`src/hdl/atslp_pkg.sv`:
```
// shared types, character codes and field helpers for the time-sync line parser
// no dependencies
`timescale 1ns / 1ps

package atslp_pkg;

	localparam logic [7:0] CHAR_T    = 8'h54;
	localparam logic [7:0] CHAR_LF   = 8'h0A;
	localparam logic [7:0] CHAR_CR   = 8'h0D;
	localparam logic [7:0] CHAR_ZERO = 8'h30;
	localparam logic [7:0] CHAR_NINE = 8'h39;

	// only the first bytes of a line can take part in a valid command
	localparam int LINE_KEEP = 15;
	localparam int SHORT_LEN = 7;
	localparam int FULL_LEN  = 15;

	localparam logic [6:0]  HOURS_LIMIT   = 7'd24;
	localparam logic [6:0]  MINUTES_LIMIT = 7'd60;
	localparam logic [6:0]  MONTH_MAX     = 7'd12;
	localparam logic [6:0]  DAY_MAX       = 7'd31;
	localparam logic [13:0] CENTURY_SCALE = 14'd100;

	typedef logic [LINE_KEEP-1:0][7:0] line_t;

	typedef struct packed {
		logic        time_valid;
		logic        full_date;
		logic [13:0] year;
		logic [3:0]  month;
		logic [4:0]  day;
		logic [4:0]  hours;
		logic [5:0]  minutes;
		logic [5:0]  seconds;
	} result_t;

	function automatic logic is_digit(input logic [7:0] b);
		return (b >= CHAR_ZERO) && (b <= CHAR_NINE);
	endfunction

	// valid only when both bytes are digits
	function automatic logic [6:0] two_digits(input logic [7:0] hi, input logic [7:0] lo);
		return {3'b000, hi[3:0]} * 7'd10 + {3'b000, lo[3:0]};
	endfunction

endpackage

```
`src/hdl/atslp_line_eval.sv`:
```
// decodes a completed line into a time result
// depends on atslp_pkg
`timescale 1ns / 1ps

module atslp_line_eval (
	input  atslp_pkg::line_t   line,
	input  logic               len_short,
	input  logic               len_full,
	output atslp_pkg::result_t res
);

	logic [atslp_pkg::LINE_KEEP-1:0] dig;
	logic        short_ok;
	logic        full_ok;
	logic [6:0]  yr_hi;
	logic [6:0]  yr_lo;
	logic [6:0]  mo;
	logic [6:0]  dy;
	logic [6:0]  h;
	logic [6:0]  m;
	logic [6:0]  s;
	logic [13:0] yr;
	logic        date_ok;
	logic        time_ok;

	always_comb begin
		for (int i = 0; i < atslp_pkg::LINE_KEEP; i++) begin
			dig[i] = atslp_pkg::is_digit(line[i]);
		end
	end

	assign short_ok = len_short && (line[0] == atslp_pkg::CHAR_T) && (&dig[6:1]);
	assign full_ok  = len_full && (line[0] == atslp_pkg::CHAR_T) && (&dig[14:1]);

	assign yr_hi = atslp_pkg::two_digits(line[1], line[2]);
	assign yr_lo = atslp_pkg::two_digits(line[3], line[4]);
	assign mo    = atslp_pkg::two_digits(line[5], line[6]);
	assign dy    = atslp_pkg::two_digits(line[7], line[8]);
	assign yr    = {7'd0, yr_hi} * atslp_pkg::CENTURY_SCALE + {7'd0, yr_lo};

	// time fields sit right after the date in the long form
	always_comb begin
		if (len_full) begin
			h = atslp_pkg::two_digits(line[9], line[10]);
			m = atslp_pkg::two_digits(line[11], line[12]);
			s = atslp_pkg::two_digits(line[13], line[14]);
		end else begin
			h = atslp_pkg::two_digits(line[1], line[2]);
			m = atslp_pkg::two_digits(line[3], line[4]);
			s = atslp_pkg::two_digits(line[5], line[6]);
		end
	end

	assign date_ok = (mo != 7'd0) && (mo <= atslp_pkg::MONTH_MAX)
		&& (dy != 7'd0) && (dy <= atslp_pkg::DAY_MAX);
	assign time_ok = (h < atslp_pkg::HOURS_LIMIT) && (m < atslp_pkg::MINUTES_LIMIT)
		&& (s < atslp_pkg::MINUTES_LIMIT);

	always_comb begin
		res = '0;
		if (short_ok && time_ok) begin
			res.time_valid = 1'b1;
			res.hours      = h[4:0];
			res.minutes    = m[5:0];
			res.seconds    = s[5:0];
		end else if (full_ok && date_ok && time_ok) begin
			res.time_valid = 1'b1;
			res.full_date  = 1'b1;
			res.year       = yr;
			res.month      = mo[3:0];
			res.day        = dy[4:0];
			res.hours      = h[4:0];
			res.minutes    = m[5:0];
			res.seconds    = s[5:0];
		end
	end

endmodule

```
`src/hdl/ascii_time_sync_line_parser_top.sv`:
```
// time-sync line parser: gathers received bytes into lines and decodes time commands
// depends on atslp_pkg and atslp_line_eval
`timescale 1ns / 1ps

// Usage
//   Input channel in_valid / in_ready / rx_byte carries one received character per
//   transfer. Output channel out_valid / out_ready carries one result per line that
//   a CR or LF ends; empty lines give nothing, and on overflow the bytes so far are dropped.
//   A result holds time_valid, full_date and the decoded year, month, day, hours,
//   minutes and seconds; every field is zero when the line is not a valid command,
//   and the date fields are zero for the time-only form.
//   Throughput: one byte per cycle while in_ready is high. The line decode is short
//   combinational logic between the line registers and the result register.
//   Latency: the result appears on out_valid in the cycle after the transfer of the
//   terminating byte, provided the output register is free.
//   Stall: results go to an output register backed by one skid entry, so bytes keep
//   flowing while one result waits; in_ready drops only when both are occupied.
//   Reset (arst_n low): line length returns to zero and any pending result is
//   discarded. The line bytes themselves are not cleared.
module ascii_time_sync_line_parser_top #(
	parameter int LINE_BUFFER_BYTES = 20
) (
	input  logic        clk,
	input  logic        arst_n,
	input  logic        in_valid,
	output logic        in_ready,
	input  logic [7:0]  rx_byte,
	output logic        out_valid,
	input  logic        out_ready,
	output logic        time_valid,
	output logic        full_date,
	output logic [13:0] year,
	output logic [3:0]  month,
	output logic [4:0]  day,
	output logic [4:0]  hours,
	output logic [5:0]  minutes,
	output logic [5:0]  seconds
);

	localparam int LINE_CAP = LINE_BUFFER_BYTES - 1;
	localparam int LEN_W    = $clog2(LINE_BUFFER_BYTES);

	logic [LEN_W-1:0]   line_len_q;
	atslp_pkg::line_t   line_q;
	atslp_pkg::result_t res;
	atslp_pkg::result_t out_q;
	atslp_pkg::result_t skid_q;
	logic               out_valid_q;
	logic               skid_valid_q;

	logic in_xfer;
	logic is_term;
	logic produce;
	logic out_free;
	logic load_from_skid;
	logic load_new_out;
	logic load_skid;
	logic store_byte;

	assign in_ready = !skid_valid_q;
	assign in_xfer  = in_valid && in_ready;
	assign is_term  = (rx_byte == atslp_pkg::CHAR_LF) || (rx_byte == atslp_pkg::CHAR_CR);
	assign produce  = in_xfer && is_term && (line_len_q != '0);

	assign store_byte = in_xfer && !is_term
		&& (line_len_q < LEN_W'(LINE_CAP))
		&& (line_len_q < LEN_W'(atslp_pkg::LINE_KEEP));

	atslp_line_eval u_eval (
		.line      (line_q),
		.len_short (line_len_q == LEN_W'(atslp_pkg::SHORT_LEN)),
		.len_full  (line_len_q == LEN_W'(atslp_pkg::FULL_LEN)),
		.res       (res)
	);

	always_ff @(posedge clk or negedge arst_n) begin
		if (!arst_n) begin
			line_len_q <= '0;
		end else if (in_xfer) begin
			if (is_term) begin
				line_len_q <= '0;
			end else if (line_len_q < LEN_W'(LINE_CAP)) begin
				line_len_q <= line_len_q + LEN_W'(1);
			end else begin
				// overflow byte dropped, line restarts
				line_len_q <= '0;
			end
		end
	end

	always_ff @(posedge clk) begin
		if (store_byte) begin
			line_q[line_len_q[3:0]] <= rx_byte;
		end
	end

	assign out_free       = !out_valid_q || out_ready;
	assign load_from_skid = skid_valid_q && out_ready;
	assign load_new_out   = produce && out_free;
	assign load_skid      = produce && !out_free;

	always_ff @(posedge clk or negedge arst_n) begin
		if (!arst_n) begin
			out_valid_q  <= 1'b0;
			skid_valid_q <= 1'b0;
		end else begin
			if (load_from_skid || load_new_out) begin
				out_valid_q <= 1'b1;
			end else if (out_ready) begin
				out_valid_q <= 1'b0;
			end
			if (load_skid) begin
				skid_valid_q <= 1'b1;
			end else if (load_from_skid) begin
				skid_valid_q <= 1'b0;
			end
		end
	end

	always_ff @(posedge clk) begin
		if (load_from_skid) begin
			out_q <= skid_q;
		end else if (load_new_out) begin
			out_q <= res;
		end
		if (load_skid) begin
			skid_q <= res;
		end
	end

	assign out_valid  = out_valid_q;
	assign time_valid = out_q.time_valid;
	assign full_date  = out_q.full_date;
	assign year       = out_q.year;
	assign month      = out_q.month;
	assign day        = out_q.day;
	assign hours      = out_q.hours;
	assign minutes    = out_q.minutes;
	assign seconds    = out_q.seconds;

`ifndef NO_ASSERTIONS
	a_skid_behind_out: assert property (@(posedge clk) disable iff (!arst_n)
		skid_valid_q |-> out_valid_q)
		else $error("skid entry held while output register empty");

	a_len_in_range: assert property (@(posedge clk) disable iff (!arst_n)
		line_len_q <= LEN_W'(LINE_CAP))
		else $error("line length beyond capacity");

	a_invalid_zero: assert property (@(posedge clk) disable iff (!arst_n)
		(out_valid && !time_valid) |-> (out_q == '0))
		else $error("invalid line result carries nonzero fields");

	a_short_no_date: assert property (@(posedge clk) disable iff (!arst_n)
		(out_valid && !full_date) |-> (year == '0 && month == '0 && day == '0))
		else $error("time-only result carries date fields");

	a_term_clears_len: assert property (@(posedge clk) disable iff (!arst_n)
		(in_xfer && is_term) |=> (line_len_q == '0))
		else $error("line length not cleared after terminator");
`endif

endmodule
```
`config.mk`:
```
export PLATFORM = sky130hd
export DESIGN_NAME = ascii_time_sync_line_parser_top
export DESIGN_NICKNAME = d
export VERILOG_FILES = /design/src/hdl/atslp_pkg.sv /design/src/hdl/atslp_line_eval.sv /design/src/hdl/ascii_time_sync_line_parser_top.sv
export SDC_FILE = /design/constraint.sdc
export NUM_CORES = 1
export LEC_CHECK = 0
export BUFFER_PORTS_ARGS = -buffer_cell sky130_fd_sc_hd__buf_2
export CAP_MARGIN = 20
export CORE_ASPECT_RATIO = 0.7
export CORE_UTILIZATION = 45
export CTS_CLUSTER_DIAMETER = 30
export DETAILED_ROUTE_END_ITERATION = 7
export SLEW_MARGIN = 30
export SYNTH_ARGS = -nofsm -noshare
export SYNTH_HDL_FRONTEND = slang
export SYNTH_HIERARCHICAL = 1
export SYNTH_SLANG_ARGS = --single-unit
```
`constraint.sdc`:
```
create_clock -name clk -period 5.6 [get_ports clk]
set_clock_uncertainty 0.05 [all_clocks]
set_input_delay 1.12 -clock clk [delete_from_list [all_inputs] [get_ports clk]]
set_output_delay 1.12 -clock clk [all_outputs]
set_load 0.01 [all_outputs]
```
==> results of run 1 <==
==> metal layers <==
metal | up-vias | GRT usage
met4 | 0 | 0.0480
met1 | 3030 | 0.251
met3 | 34 | 0.0368
li1 | 2921 | -
met2 | 141 | 0.303
met5 | - | 0
==> cell families after synthesis <==
logic type	synth area share
flip-flops	0.605
XOR/XNOR	0.0378
AO/OA/AOI/OAI	0.0538
multiplexers	0.0571
buffers and inverters	0.0208
AND/OR/NAND/NOR	0.103
adder cells (fa/ha/maj)	0.123
==> state kept, by name, summed over array words and instances (netlist names) <==
register      cells
skid_q           42
year             14
line_q          120
time_valid        1
minutes           6
full_date         1
seconds           6
hours             5
month             4
skid_valid_q      1
line_len_q        5
day               5
out_valid         1
==> report_power, final <==
| part | leakage (nW) | total (W) | switching (W) | internal [W] |
|---|---|---|---|---|
| clock network | 0.593 | 0.00221 | 0.000751 | 0.00146 |
| logic | 2.18 | 0.000811 | 0.000473 | 0.000338 |
| registers | 1.84 | 0.00188 | 0.0000638 | 0.00181 |
==> per-stage QoR <==
step	area [um^2]	utilization	setup WS [ns]	instances	power, W
after global placement	11100	0.488	0.656	1084	0.00269
after CTS	12300	0.542	0.485	1148	0.00494
after detailed placement	11100	0.488	0.504	1084	0.00272
final	12300	0.542	0.478	1148	0.00490
after floorplan	10400	-	0.00695	727	0.00251
after global routing	12300	0.542	0.179	1148	0.00512
==> synth_stat cells (6+ instances only) <==
master and count:
edfxtp_1 204, ha_1 77, nor2_1 73, mux2_2 44, inv_1 37, xnor2_1 27
o21ai_0 24, nand2_1 18, xor2_1 18, fa_1 16, a21oi_1 14, a211oi_1 12
nor2b_1 11, mux2i_1 10, nand2b_1 9, nor3_1 9, clkbuf_1 8, nand3_1 8
nand4_1 8, and3_1 7, dfrtp_1 7, nor4bb_1 7, a21o_1 6, nor4_1 6
nor4b_1 6
==> final cells by class <==
| type | count | share of cell area |
|---|---|---|
| sequential | 211 | 0.513 |
| multi-input combinational | 465 | 0.320 |
| clock buffer | 36 | 0.0733 |
| tap | 312 | 0.0318 |
| clock inverter | 28 | 0.0266 |
| timing repair buffer | 59 | 0.0248 |
| inverter | 37 | 0.0113 |
==> worst max-delay path by stage <==
stage	to	slack [ns]	cells after the start
after global placement	year[13]	0.66	16
after CTS	year[13]	0.48	16
after floorplan	day[0]	0.007	4
final	year[13]	0.48	17
after global routing	year[13]	0.18	17
after detailed placement	year[13]	0.50	16
==> results.toml, run 1 <==
[layout]
seqCellArea_mm2 = 0.00630
final_cell_mix = "edfxtp_1, ha_1, nor2_1"
syn_to_final_growth_pct = 18.0
antenna_cells = 0
final_common_cell = "edfxtp_1"
nFillCells = 1871
final_nets = 915
multi_input_area_mm2 = 0.00393
drive_gt1_frac = 0.215

[floorplanning]
die_h_um = 129
placementRows = 46
dieArea_mm2 = 0.0238
die_width_um = 184
coreArea_mm2 = 0.0227
initial_utilization = 0.460
pin_count = 56

[grt]
grt_max_degree = 45
grt_pass1_wl_um = 33700
antenna_found_initial = 0
grt_pass1_vias = 6435
grt_remaining_overflow = 0
track_usage = 0.184

[sta]
rsz0062_at_grt = "false"
hold_viol_final = 0
period_share = 0.915
slew_headroom = 0.369
tightest_slew_ns = 0.942
slew_violations = 0
tns_ns = 0
fmax_mhz = 195
final-setup-viol-count = 0
whs_ns = 0.389
finalWorstPathRequiredPeriod_ns = 5.12

[cts]
clk_pin_slew_ns = 0.05
root_buffer = "clkbuf_16"
htreeDepth = 2
cts_post_setup_buffers_inserted = 0
clkLatencyLatePin_ns = 0.50
clock_path_buffers = 3
cts_hold_buf = 0
clock-sinks = 211
cts_buffers = 36
cts_resized = 0
cts_tree = "built"

[critical_path]
critical_path.startpoint = "line_q[9]"
critPathSlowestCell = "fa_1"
r2r_end = "year[13]"
startpoint_type = "flop"
cpPeakStageDelay_ns = 0.46
cpMostUsedCell = "ha_1"
critical_path.max_fanout = 6
cp.buffers_inverters = 1
worstSetupPathType = "flop to flop"
crit_chain = "ha_1 -> ha_1 -> inv_1 -> fa_1 -> nor4b_2 -> xnor2_1 -> ha_1 -> ha_1 -> ha_1 -> ha_1 -> o21a_1 -> o31ai_1 -> o311ai_0 -> nor4_1 -> xnor2_1 -> nor2_1 -> mux2_2"
rr_startpoint = "line_q[9]"
required_ns = 5.79
r2r_setup_slack_ns = 0.48
r2r_cells = 17
critPathTopFamily = "adder cells"
critical_path.endpoint_type = "flop"
worstPathArrival_ns = 5.31

[synthesis]
synth_edf_count = 204
synth_top_area_cell = "edfxtp_1"
async_reset_ff_frac = 0.0332
syn_area_per_cell_um2 = 14.3
synth_cell_types = 67
synth.top_cell.area_share = 0.588
synth_flop_cell = "edfxtp_1"
ys_ff_latch = 211
synth_area_mm2 = 0.0104
synthCells = 727
synth_area_leaders = "edfxtp_1, ha_1, mux2_2"
ys_seq_area_frac = 0.605
syn_nets = 832
yosysWarningCount = 6

[place]
port_buffers = 55
dpl.hpwl_um = 14600
place.gp.congestion = 0.826

[status]
status = "finished clean"

[drt]
avgViaCountPerCell = 5.34
ant_nets = 0
wl_met1_um = 9660
via_count = 6126
wl_met3_um = 1060
drt-pass1-iter-count = 5
highest_layer = "met4"
wl_per_cell_um = 18.2
drt-initial-drc-count = 422
drc = 0
wl_met2_um = 9840
wirelength_um = 20900

[pwr]
power.leakage_nw = 4.62
peakVddDrop_mv = 0.293
p_per_area_mw_per_mm2 = 398

[flow_run]
maxCapViolCount = 0

[min_path]
hp-class = "primary input to asynchronous set/reset pin"
Power figures use the tool's default switching activity.
==> run 2, diff against run 1 <==
--- a/config.mk
+++ b/config.mk
@@ -11,6 +11,7 @@
 export CORE_UTILIZATION = 45
 export CTS_CLUSTER_DIAMETER = 30
 export DETAILED_ROUTE_END_ITERATION = 7
+export REMOVE_ABC_BUFFERS = 1
 export SLEW_MARGIN = 30
 export SYNTH_ARGS = -nofsm -noshare
 export SYNTH_HDL_FRONTEND = slang
==> results.toml, run 2 (same netlist as run 1, synthesis figures left out) <==
[critical_path]
r2r_end = "year[13]"
critical_path.endpoint_type = "flop"
worstSetupPathType = "flop to flop"
r2r_setup_slack_ns = 0.45
critical_path.max_fanout = 6
startpoint_type = "flop"
rr_startpoint = "line_q[9]"
required_ns = 5.78
r2r_cells = 17
worstPathArrival_ns = 5.32

[layout]
final_common_cell = "edfxtp_1"
final_nets = 916
syn_to_final_growth_pct = 18.1
antenna_cells = 0
final_cell_mix = "edfxtp_1, ha_1, nor2_1"
finalCoreUtilization = 0.543
largest_reg_flops = 120
drive_gt1_frac = 0.218
nFillCells = 1929
stdcell_count = 1148

[grt]
antenna_found_initial = 0
track_usage = 0.186
grt_pass1_vias = 6409
grt_remaining_overflow = 0
grt_pass1_wl_um = 34000
grt_max_degree = 45

[sta]
final-setup-viol-count = 0
rsz0062_at_grt = "false"
slew_violations = 0
period_share = 0.919
hold_viol_final = 0
fmax_mhz = 194
slew_headroom = 0.385
tightest_slew_ns = 0.919
finalWorstPathRequiredPeriod_ns = 5.15

[min_path]
hp-class = "primary input to asynchronous set/reset pin"

[cts]
cts_post_setup_buffers_inserted = 0
cts_tree = "built"
root_buffer = "clkbuf_16"
clkLatencyLatePin_ns = 0.50
cts_hold_buf = 0
htreeDepth = 2
cts_resized = 0
clock-sinks = 211
cts_buffers = 36
clock_path_buffers = 3
clk_pin_slew_ns = 0.05

[floorplanning]
coreArea_mm2 = 0.0227
pin_count = 56
dieArea_mm2 = 0.0238
die_width_um = 184
placementRows = 46
initial_utilization = 0.460
die_h_um = 129

[pwr]
power.leakage_nw = 4.62
peakVddDrop_mv = 0.214
switchingPower_w = 0.00129
p_seq_frac = 0.385
p_per_area_mw_per_mm2 = 396
clkPwrFrac = 0.448
switching_share = 0.265
comb_power_share = 0.167
internal_power_w = 0.00358
total_power_w = 0.00487

[drt]
via_count = 6042
wl_per_cell_um = 18.2
drc = 0
drt-pass1-iter-count = 4
wirelength_um = 20900
ant_nets = 0
avgViaCountPerCell = 5.26
drt-initial-drc-count = 325

[place]
dp.cells = 1085
dpl.hpwl_um = 14300
place.gp.congestion = 0.830
port_buffers = 55

[flow_run]
maxCapViolCount = 0

[status]
status = "finished clean"
-- run 2: cell count changes in the layout (fill, tap and decap cells not counted), sizes merged --
cell	previous run	this run
clkinvlp	3	4
buf	59	60
clkinv	15	11
clkbuf	36	41
inv	41	40
bufinv	6	4
-- run 2: through the flow --
| step | setup WS, ns | hold WS (ns) | cell area (um^2) | setup TNS, ns |
|---|---|---|---|---|
| detailed placement | 0.503 | 0.485 | 11100 | 0 |
| finish | 0.454 | 0.395 | 12300 | 0 |
| global route | 0.179 | 0.381 | 12300 | 0 |
| global placement | 0.620 | 0.483 | 11100 | 0 |
| floorplan | -0.185 | 0.475 | 10300 | -7.79 |
| CTS | 0.479 | 0.381 | 12300 | 0 |
-- run 2: area by class of cell --
cell class,instances,area [um^2],area share
flip-flops and latches,211,6300,0.512
multi-input cells,465,3940,0.320
clock buffers,41,962,0.0782
well taps,312,390,0.0317
repair buffers,60,313,0.0254
clock inverters,22,262,0.0212
inverters,37,139,0.0113
-- run 2: power by group through the flow --
| stage | registers [W] | clock network, W | logic (W) |
|---|---|---|---|
| finish | 0.00187 | 0.00218 | 0.000814 |
| global route | 0.00189 | 0.00230 | 0.000921 |
| CTS | 0.00187 | 0.00222 | 0.000816 |
| detailed placement | 0.00190 | 0 | 0.000810 |
| global placement | 0.00190 | 0 | 0.000793 |
| floorplan | 0.00189 | 0 | 0.000618 |
-- run 2: worst max path at each step --
| stage | startpoint | to | slack, ns |
|---|---|---|---|
| finish | line_q[9] | year[13] | 0.45 |
| global route | line_q[9] | year[13] | 0.18 |
| CTS | line_q[9] | year[13] | 0.48 |
| detailed placement | line_q[9] | year[13] | 0.50 |
| global placement | line_q[9] | year[13] | 0.62 |
| floorplan | out_ready | day[0] | -0.19 |
-- run 2: layer usage --
| layer | track usage | up-vias | share of wire |
|---|---|---|---|
| li1 | - | 2926 | - |
| met1 | 0.249 | 2942 | 0.45 |
| met2 | 0.299 | 141 | 0.46 |
| met3 | 0.0483 | 33 | 0.071 |
| met4 | 0.0578 | 0 | 0.019 |
| met5 | 0 | - | 0 |
-- run 2: worst max-delay path: stages, from the launching register on --
cell and delay, ns:
edfxtp_1 0.43, ha_1 0.33, ha_1 0.20, inv_1 0.07
fa_1 0.46, nor4b_2 0.32, xnor2_1 0.30, ha_1 0.33
ha_1 0.30, ha_1 0.30, ha_1 0.37, o21a_1 0.13
o31ai_1 0.08, o311ai_0 0.30, nor4_1 0.42, xnor2_1 0.17
nor2_1 0.06, mux2_2 0.28
